===== src/rgdd_pkg.sv =====
`timescale 1ns / 1ps
`default_nettype none

package rgdd_pkg;

   localparam int REQ_TDATA_W = 8;
   localparam int RSP_TDATA_W = 8;
   localparam int COUNT_W     = 4;
   localparam int INDEX_W     = 3;
   localparam int OP_W        = 2;
   localparam int EDGE_W      = 2;
   localparam int CSR_INDEX_W = 1;

   localparam logic [OP_W-1:0] OP_REQUEST = 2'd0;
   localparam logic [OP_W-1:0] OP_GRANT   = 2'd1;
   localparam logic [OP_W-1:0] OP_RELEASE = 2'd2;
   localparam logic [OP_W-1:0] OP_UNUSED  = 2'd3;

   localparam logic [EDGE_W-1:0] EDGE_NONE    = 2'd0;
   localparam logic [EDGE_W-1:0] EDGE_REQUEST = 2'd1;
   localparam logic [EDGE_W-1:0] EDGE_HOLD    = 2'd2;

   localparam logic [CSR_INDEX_W-1:0] CSR_PROCESS_COUNT  = 1'd0;
   localparam logic [CSR_INDEX_W-1:0] CSR_RESOURCE_COUNT = 1'd1;

   localparam logic [COUNT_W-1:0] COUNT_RESET = 4'd5;

   typedef enum logic [2:0] {
      ST_IDLE,
      ST_UPDATE,
      ST_HOLDS,
      ST_REACH,
      ST_CLOSE,
      ST_DONE
   } rgdd_state_type;

   typedef struct packed {
      logic clear;
      logic load_hold;
      logic load_reach;
      logic close_step;
   } rgdd_clo_ctrl_type;

endpackage

`default_nettype wire


===== src/rgdd_edge_mem.sv =====
`timescale 1ns / 1ps
`default_nettype none

module rgdd_edge_mem #(
   parameter int DEPTH = 8,
   parameter int WIDTH = 16
) (
   input  wire logic                     clock,
   input  wire logic                     reset,
   input  wire logic                     wr_en,
   input  wire logic [$clog2(DEPTH)-1:0] wr_addr,
   input  wire logic [WIDTH-1:0]         wr_data,
   input  wire logic                     rd_en,
   input  wire logic [$clog2(DEPTH)-1:0] rd_addr,
   output logic      [WIDTH-1:0]         rd_data
);

   logic [WIDTH-1:0] mem [DEPTH];
   logic [DEPTH-1:0] row_valid_ff;
   logic [WIDTH-1:0] rd_q_ff;
   logic             rd_valid_ff;

   always_ff @(posedge clock) begin
      if (wr_en) begin
         mem[wr_addr] <= wr_data;
      end
      if (rd_en) begin
         rd_q_ff <= mem[rd_addr];
      end
   end

   // rows never written read as no edge
   always_ff @(posedge clock) begin
      if (reset) begin
         row_valid_ff <= '0;
         rd_valid_ff  <= 1'b0;
      end else begin
         if (wr_en) begin
            row_valid_ff[wr_addr] <= 1'b1;
         end
         if (rd_en) begin
            rd_valid_ff <= row_valid_ff[rd_addr];
         end
      end
   end

   assign rd_data = rd_valid_ff ? rd_q_ff : '0;

endmodule

`default_nettype wire


===== src/rgdd_closure.sv =====
`timescale 1ns / 1ps
`default_nettype none

module rgdd_closure
   import rgdd_pkg::*;
#(
   parameter int MAX_PROCESSES = 8,
   parameter int MAX_RESOURCES = 8
) (
   input  wire logic                                 clock,
   input  wire rgdd_clo_ctrl_type                    ctrl,
   input  wire logic [$clog2(MAX_PROCESSES)-1:0]     row_idx,
   input  wire logic [EDGE_W*MAX_RESOURCES-1:0]      row_data,
   input  wire logic [$clog2(MAX_RESOURCES+1)-1:0]   nr_eff,
   output logic                                      cycle_found
);

   logic [MAX_PROCESSES-1:0] holders_ff [MAX_RESOURCES];
   logic [MAX_PROCESSES-1:0] reach_ff   [MAX_PROCESSES];
   logic [MAX_RESOURCES-1:0] req_bits;
   logic [MAX_RESOURCES-1:0] hold_bits;
   logic [MAX_PROCESSES-1:0] reach_row_in;

   always_comb begin
      for (int r = 0; r < MAX_RESOURCES; r++) begin
         req_bits[r]  = (32'(r) < 32'(nr_eff)) &&
                        (row_data[EDGE_W*r +: EDGE_W] == EDGE_REQUEST);
         hold_bits[r] = (32'(r) < 32'(nr_eff)) &&
                        (row_data[EDGE_W*r +: EDGE_W] == EDGE_HOLD);
      end
   end

   // processes the row waits on: holders of every resource it requests
   always_comb begin
      reach_row_in = '0;
      for (int r = 0; r < MAX_RESOURCES; r++) begin
         if (req_bits[r]) begin
            reach_row_in = reach_row_in | holders_ff[r];
         end
      end
   end

   always_ff @(posedge clock) begin
      priority if (ctrl.clear) begin
         for (int r = 0; r < MAX_RESOURCES; r++) begin
            holders_ff[r] <= '0;
         end
         for (int p = 0; p < MAX_PROCESSES; p++) begin
            reach_ff[p] <= '0;
         end
      end else if (ctrl.load_hold) begin
         for (int r = 0; r < MAX_RESOURCES; r++) begin
            holders_ff[r][row_idx] <= hold_bits[r];
         end
      end else if (ctrl.load_reach) begin
         reach_ff[row_idx] <= reach_row_in;
      end else if (ctrl.close_step) begin
         // one pivot of the transitive closure
         for (int p = 0; p < MAX_PROCESSES; p++) begin
            if (reach_ff[p][row_idx]) begin
               reach_ff[p] <= reach_ff[p] | reach_ff[row_idx];
            end
         end
      end else begin
      end
   end

   always_comb begin
      cycle_found = 1'b0;
      for (int p = 0; p < MAX_PROCESSES; p++) begin
         cycle_found = cycle_found | reach_ff[p][p];
      end
   end

endmodule

`default_nettype wire


===== src/resource_graph_deadlock_detector.sv =====
`timescale 1ns / 1ps
`default_nettype none

// Deadlock detector over a process x resource allocation graph.
// req channel: one beat per request, grant or release of one edge.
// rsp channel: one beat per req beat, deadlock flag and index error flag.
// csr channel: writes process_count (index 0) or resource_count (index 1);
// always ready. The user must see that it is written only while no item is
// in flight; the block does not enforce this. Each beat rewrites one row of
// the edge memory (read in the accepting cycle, written in the next cycle),
// then the block makes two passes over the process rows of that memory,
// one row per cycle through its single read port, each pass ending once its
// last read has drained, and runs np pivot steps of a transitive closure on
// the wait-for matrix, np being the effective process count. req_tready
// returns when the result is posted. The result sits in an output register;
// req_tready returns while it waits, and a stalled rsp side holds only the
// finish of the next item.
// Reset empties the graph (all rows read as no edge), sets both counts
// to 5 and drops rsp_tvalid.

module resource_graph_deadlock_detector
   import rgdd_pkg::*;
#(
   parameter int MAX_PROCESSES = 8,
   parameter int MAX_RESOURCES = 8
) (
   input  wire logic                   clock,
   input  wire logic                   reset,
   input  wire logic                   req_tvalid,
   output logic                        req_tready,
   // operation [1:0], process_index [4:2], resource_index [7:5]
   input  wire logic [REQ_TDATA_W-1:0] req_tdata,
   output logic                        rsp_tvalid,
   input  wire logic                   rsp_tready,
   // deadlock [0], index_error [1], zero fill [7:2]
   output logic [RSP_TDATA_W-1:0]      rsp_tdata,
   input  wire logic                   csr_valid,
   output logic                        csr_ready,
   input  wire logic [CSR_INDEX_W-1:0] csr_index,
   input  wire logic [COUNT_W-1:0]     csr_data
);

   localparam int PW  = $clog2(MAX_PROCESSES);
   localparam int CPW = $clog2(MAX_PROCESSES + 1);
   localparam int CRW = $clog2(MAX_RESOURCES + 1);
   localparam int ROW_W = EDGE_W * MAX_RESOURCES;

   rgdd_state_type     state_ff, state_in;
   logic [COUNT_W-1:0] pcount_ff, rcount_ff;
   logic [CPW-1:0]     np_eff;
   logic [CRW-1:0]     nr_eff;

   logic [OP_W-1:0]    req_op;
   logic [INDEX_W-1:0] req_pi, req_ri;
   logic               req_err;
   logic               req_fire;

   logic [OP_W-1:0]    op_ff;
   logic [INDEX_W-1:0] pi_ff, ri_ff;
   logic               err_ff;

   logic [CPW-1:0]     cnt_ff, cnt_in;
   logic               pend_ff, pend_in;
   logic [PW-1:0]      pidx_ff, pidx_in;

   logic               mem_wr_en, mem_rd_en;
   logic [PW-1:0]      mem_rd_addr;
   logic [ROW_W-1:0]   mem_rd_data, new_row;
   logic [EDGE_W-1:0]  new_code;

   rgdd_clo_ctrl_type  clo_ctrl;
   logic [PW-1:0]      clo_idx;
   logic               cycle_found;

   logic               rsp_valid_ff, dl_ff, ie_ff;
   logic               rsp_free;
   logic               pass_done;
   logic               issue;

   assign req_op  = req_tdata[1:0];
   assign req_pi  = req_tdata[4:2];
   assign req_ri  = req_tdata[7:5];

   assign np_eff = (32'(pcount_ff) > 32'(MAX_PROCESSES)) ? CPW'(MAX_PROCESSES)
                                                         : CPW'(pcount_ff);
   assign nr_eff = (32'(rcount_ff) > 32'(MAX_RESOURCES)) ? CRW'(MAX_RESOURCES)
                                                         : CRW'(rcount_ff);
   assign req_err = (32'(req_pi) >= 32'(np_eff)) || (32'(req_ri) >= 32'(nr_eff));

   assign req_tready = (state_ff == ST_IDLE);
   assign req_fire   = req_tvalid && req_tready;
   assign csr_ready  = 1'b1;
   assign rsp_free   = !rsp_valid_ff || rsp_tready;
   assign issue      = (cnt_ff < np_eff);
   assign pass_done  = !issue && !pend_ff;

   always_ff @(posedge clock) begin
      if (reset) begin
         pcount_ff <= COUNT_RESET;
         rcount_ff <= COUNT_RESET;
      end else if (csr_valid && csr_ready) begin
         if (csr_index == CSR_PROCESS_COUNT) begin
            pcount_ff <= csr_data;
         end else begin
            rcount_ff <= csr_data;
         end
      end
   end

   always_ff @(posedge clock) begin
      if (req_fire) begin
         op_ff  <= req_op;
         pi_ff  <= req_pi;
         ri_ff  <= req_ri;
         err_ff <= req_err;
      end
   end

   always_comb begin
      unique case (op_ff)
         OP_REQUEST: new_code = EDGE_REQUEST;
         OP_GRANT:   new_code = EDGE_HOLD;
         default:    new_code = EDGE_NONE;
      endcase
      for (int r = 0; r < MAX_RESOURCES; r++) begin
         new_row[EDGE_W*r +: EDGE_W] = (32'(ri_ff) == 32'(r)) ? new_code
                                     : mem_rd_data[EDGE_W*r +: EDGE_W];
      end
   end

   always_comb begin
      state_in = state_ff;
      unique case (state_ff)
         ST_IDLE:   if (req_fire) state_in = ST_UPDATE;
         ST_UPDATE: state_in = ST_HOLDS;
         ST_HOLDS:  if (pass_done) state_in = ST_REACH;
         ST_REACH:  if (pass_done) state_in = ST_CLOSE;
         ST_CLOSE:  if (!issue) state_in = ST_DONE;
         ST_DONE:   if (rsp_free) state_in = ST_IDLE;
         default:   state_in = ST_IDLE;
      endcase
   end

   always_comb begin
      mem_rd_en   = 1'b0;
      mem_rd_addr = cnt_ff[PW-1:0];
      mem_wr_en   = 1'b0;
      clo_ctrl    = '0;
      clo_idx     = pidx_ff;
      cnt_in      = cnt_ff;
      pend_in     = 1'b0;
      pidx_in     = pidx_ff;
      unique case (state_ff)
         ST_IDLE: begin
            mem_rd_en      = req_fire;
            mem_rd_addr    = PW'(32'(req_pi));
            clo_ctrl.clear = 1'b1;
            cnt_in         = '0;
         end
         ST_UPDATE: begin
            mem_wr_en = !err_ff && (op_ff != OP_UNUSED);
            cnt_in    = '0;
         end
         ST_HOLDS, ST_REACH: begin
            mem_rd_en = issue;
            pend_in   = issue;
            pidx_in   = cnt_ff[PW-1:0];
            if (state_ff == ST_HOLDS) begin
               clo_ctrl.load_hold = pend_ff;
            end else begin
               clo_ctrl.load_reach = pend_ff;
            end
            if (issue) begin
               cnt_in = cnt_ff + CPW'(1);
            end else if (pass_done) begin
               cnt_in = '0;
            end
         end
         ST_CLOSE: begin
            clo_ctrl.close_step = issue;
            clo_idx             = cnt_ff[PW-1:0];
            if (issue) begin
               cnt_in = cnt_ff + CPW'(1);
            end
         end
         ST_DONE: begin
         end
         default: begin
         end
      endcase
   end

   always_ff @(posedge clock) begin
      if (reset) begin
         state_ff <= ST_IDLE;
         cnt_ff   <= '0;
         pend_ff  <= 1'b0;
      end else begin
         state_ff <= state_in;
         cnt_ff   <= cnt_in;
         pend_ff  <= pend_in;
      end
   end

   always_ff @(posedge clock) begin
      pidx_ff <= pidx_in;
   end

   always_ff @(posedge clock) begin
      if (reset) begin
         rsp_valid_ff <= 1'b0;
      end else if ((state_ff == ST_DONE) && rsp_free) begin
         rsp_valid_ff <= 1'b1;
      end else if (rsp_tready) begin
         rsp_valid_ff <= 1'b0;
      end
   end

   always_ff @(posedge clock) begin
      if ((state_ff == ST_DONE) && rsp_free) begin
         dl_ff <= cycle_found;
         ie_ff <= err_ff;
      end
   end

   assign rsp_tvalid = rsp_valid_ff;
   assign rsp_tdata  = {(RSP_TDATA_W-2)'(0), ie_ff, dl_ff};

   rgdd_edge_mem #(
      .DEPTH (MAX_PROCESSES),
      .WIDTH (ROW_W)
   ) u_edge_mem (
      .clock   (clock),
      .reset   (reset),
      .wr_en   (mem_wr_en),
      .wr_addr (PW'(32'(pi_ff))),
      .wr_data (new_row),
      .rd_en   (mem_rd_en),
      .rd_addr (mem_rd_addr),
      .rd_data (mem_rd_data)
   );

   rgdd_closure #(
      .MAX_PROCESSES (MAX_PROCESSES),
      .MAX_RESOURCES (MAX_RESOURCES)
   ) u_closure (
      .clock       (clock),
      .ctrl        (clo_ctrl),
      .row_idx     (clo_idx),
      .row_data    (mem_rd_data),
      .nr_eff      (nr_eff),
      .cycle_found (cycle_found)
   );

endmodule

`default_nettype wire


===== config.mk =====
export PLATFORM = sky130hd
export DESIGN_NAME = resource_graph_deadlock_detector
export DESIGN_NICKNAME = d
export VERILOG_FILES = /design/src/rgdd_pkg.sv /design/src/rgdd_edge_mem.sv /design/src/rgdd_closure.sv /design/src/resource_graph_deadlock_detector.sv
export SDC_FILE = /design/constraint.sdc
export NUM_CORES = 1
export LEC_CHECK = 0
export BUFFER_PORTS_ARGS = -buffer_cell sky130_fd_sc_hd__buf_2
export CORE_UTILIZATION = 50
export DETAILED_ROUTE_END_ITERATION = 12
export PLACE_DENSITY = 0.76
export SLEW_MARGIN = 25
export SYNTH_ARGS = -nofsm -noshare
export SYNTH_HDL_FRONTEND = slang
export SYNTH_HIERARCHICAL = 1
export SYNTH_SLANG_ARGS = --single-unit

===== constraint.sdc =====
create_clock -name clock -period 3.85 [get_ports clock]
set_clock_uncertainty 0.05 [all_clocks]
set_input_delay 0.385 -clock clock [delete_from_list [all_inputs] [get_ports clock]]
set_output_delay 0.385 -clock clock [all_outputs]
set_load 0.05 [all_outputs]

==> results.toml <==
[sta]
rsz0062_at_grt = "false"
drv_slew = 0
fmax_ghz = 0.280
worst_slew_pin_slew_ps = 1110
whs_ps = 20.1
slew_headroom_pct = 25.0
period_minus_slack_ps = 3570
period_share_pct = 92.8
fin_tns_setup_ps = 0
setup_viol = 0
hold_viol = 0

[drt]
wl_per_cell_um = 23.5
drt_iter0_drc = 960
routed_wl_um = 35200
postRouteAntennaNets = 0
drc = 0
vias_per_cell = 6.29
dr.pass1.iters = 5
routed-via-count = 9417

[logic_synthesis]
yosys.area_share.simple_pct = 11.5
synth_top_family_by_area = "multiplexers"
yosysTopAreaCellShare_pct = 58.5
synthAdderAreaFrac_pct = 0.853
syn_inst = 1049
syn_area_um2 = 14700
synth_compound_area_share_pct = 10.0
synth_edf_count = 286
syn-mean-instance-area_um2 = 14.0
synth_area_leaders = "edfxtp_1 59%, mux4_1 5.7%, mux2_2 3.6%"
ys_ff_latch = 312
synth_warnings = 6
synth.largest_area_cell = "edfxtp_1"
async_flop_share_pct = 0
synth_xor_xnor_area_share_pct = 0
synth_cell_types = 73
synthFlopType = "edfxtp_1"
muxShareOfSynthArea_pct = 12.7
synth_common_cells = "286 x edfxtp_1, 129 x nor2_1, 55 x nand2_1, 51 x o22ai_1, 47 x mux2_2"
ys_seq_area_share_pct = 62.1
yosysMostFrequentCell = "edfxtp_1"

[power]
p_leak_uw = 0.00568
max-vdd-ir-drop_v = 0.000400
power_density_nw_per_um2 = 574

[clock_network]
cts_buffers = 31
htreeDepth = 1
clock_latency_ps = 570
clkSinkCount = 312
cts-root-buf = "clkbuf_16"
clkSlewWorstSetupHoldPaths_ps = 60
cts_tree = "done"
cts_setup_buffers = 0
clockBufferDepth = 3

[worst_setup_path]
critical_path_class = "reg -> reg"
cp_slowest_stage_delay_ps = 880
crit_slowest_cell = "o21ai_0"
cp.arrival_ps = 3710
crit_fanout = 24
cp_num_buf_inv = 1
cp-start-kind = "register"
endpoint = "u_closure/reach_ff[0][1]"
rrSetupSlack_ps = 280
crit_chain = "or3b_1 -> o21ai_4 -> buf_4 -> mux4_2 -> mux2i_1 -> o21ai_0"
critPathCaptureType = "register"
crit_family = "compound AO/OA/AOI/OAI gates"
r2r_cells = 6
cp.depth = 6
cp.required_ps = 3980
cp-startpoint = "state_ff[2]"
worstReg2RegEnd = "u_closure/reach_ff[0][1]"
rr_startpoint = "state_ff[2]"

[place]
io_buffers = 21
gp_congestion = 0.962
hpwl_um = 23400

[global_routing]
antenna_found_initial = 0
grt_pass1_vias = 9452
grtUsageTotal_pct = 23.3
grt_pass1_wl_um = 53700
overflow = 0
grt_max_degree = 57

[run_status]
status = "complete, no violations"

[finish]
drive_above_1_share_pct = 17.4
antenna_cells = 0
regArea_um2 = 9110
fin_nets = 1119
syn_to_final_growth_pct = 11.4
nFillCells = 2198
multiInputGateArea_um2 = 5260

[floorplan]
top_level_ports = 29
die_width_um = 173
die_y_um = 173
die_area_um2 = 30000
start_util_pct = 51.0
rows = 62
design.core.area_um2 = 28800

[worst_hold_path]
hold_class = "in -> reg"

[job]
drv_cap = 0
-- registers in the layout, indices dropped and copies added, names as in the netlist --
| register | cells |
|---|---|
| u_edge_mem/rd_valid_ff | 1 |
| ri_ff | 3 |
| u_edge_mem/row_valid_ff | 8 |
| pcount_ff | 4 |
| pidx_ff | 3 |
| cnt_ff | 4 |
| u_closure/holders_ff | 64 |
| dl_ff | 1 |
| rcount_ff | 4 |
| ie_ff | 1 |
| u_closure/reach_ff | 64 |
| u_edge_mem/mem | 128 |
| u_edge_mem/rd_q_ff | 16 |
| pi_ff | 3 |
| pend_ff | 1 |
| rsp_tvalid | 1 |
| state_ff | 3 |
| err_ff | 1 |
| op_ff | 2 |
-- metal layers --
layer	GRT usage (%)	vias up	share of wire, %
met3	3.97	102	7.6
met5	0	-	0
met1	29.2	4672	38
met2	40.3	448	50
li1	-	4195	-
met4	9.37	0	4.1
-- kinds of logic after synthesis --
logic type | Yosys count
other | 2
multiplexers | 117
flip-flops | 312
AND/OR/NAND/NOR | 335
AO/OA/AOI/OAI | 196
adder cells (fa/ha/maj) | 10
buffers and inverters | 77
-- per-stage QoR --
stage | setup WS (ps) | std cells | cell area (um^2) | power (uW) | utilization (%)
finish | 278 | 1498 | 16300 | 9370 | 56.8
detailed placement | 396 | 1433 | 15300 | 6590 | 53.2
CTS | 389 | 1498 | 16300 | 9350 | 56.7
global route | 190 | 1498 | 16300 | 9690 | 56.8
global placement | 485 | 1433 | 15300 | 6530 | 53.2
floorplan | 132 | 1054 | 14700 | 5950 | -
-- report_power, final --
group	switching (uW)	leakage (uW)	internal [uW]	total, uW
Clock	1240	0.000457	1540	2770
Combinational	1190	0.00220	708	1900
Sequential	344	0.00302	4360	4700
-- worst min-delay path by stage --
stage,from,endpoint,slack (ps),cells past startpoint
after floorplan,err_ff,ie_ff,370,0
after global placement,rcount_ff[2],rcount_ff[2],400,1
after detailed placement,err_ff,ie_ff,400,0
after CTS,req_tdata[7],ri_ff[2],10,1
after global routing,req_tdata[7],ri_ff[2],6,1
final,req_tdata[7],ri_ff[2],20,1
-- worst reg2reg max path, delay by kind of cell (launching register included) --
family / cells / cell delay, ps
flops: 1 / 510
compound gates: 2 / 1490
buf+inv: 1 / 310
simple gates: 1 / 560
mux: 2 / 270
-- repair_timing --
item | CTS | global route
endpoints found under the hold margin | 9 | 0
hold buffers | 9 | 0
gates resized for setup | 0 | 0
-- cell usage in the layout, fill, tap and decap left out, types with 8 or more instances in the layout --
master         netlist  final
a32oi_1              8      8
and2_1              19     19
nor2_1             129    129
o21ai_0             17     14
a21oi_1             22     22
nand4_1              9      9
nand2_1             55     55
o21ai_1             18     19
mux2_2              47     46
nand2b_1            14     14
dfxtp_1             26     26
mux2i_1             28     28
edfxtp_1           286    286
inv_1               11     11
a211oi_4             8      8
nand3_1             36     36
a22o_1              10     10
mux4_1              32     32
nand3b_1            14     14
clkbuf_16            0     31
o211ai_1            11     11
o22ai_1             51     51
buf_2               12     21
ha_1                10     10
buf_4               12     37
nor2b_1             15     15
mux4_2               9      9
dlygate4sd3_1        0      9
-- area by class of cell --
type,count,share of cell area (%)
sequential,312,55.7
multi-input combinational,665,32.2
clock buffer,41,5.16
timing repair buffer,69,3.14
tap,384,2.94
clock inverter,15,0.567
inverter,12,0.276
(Power assumes the default switching activity.)
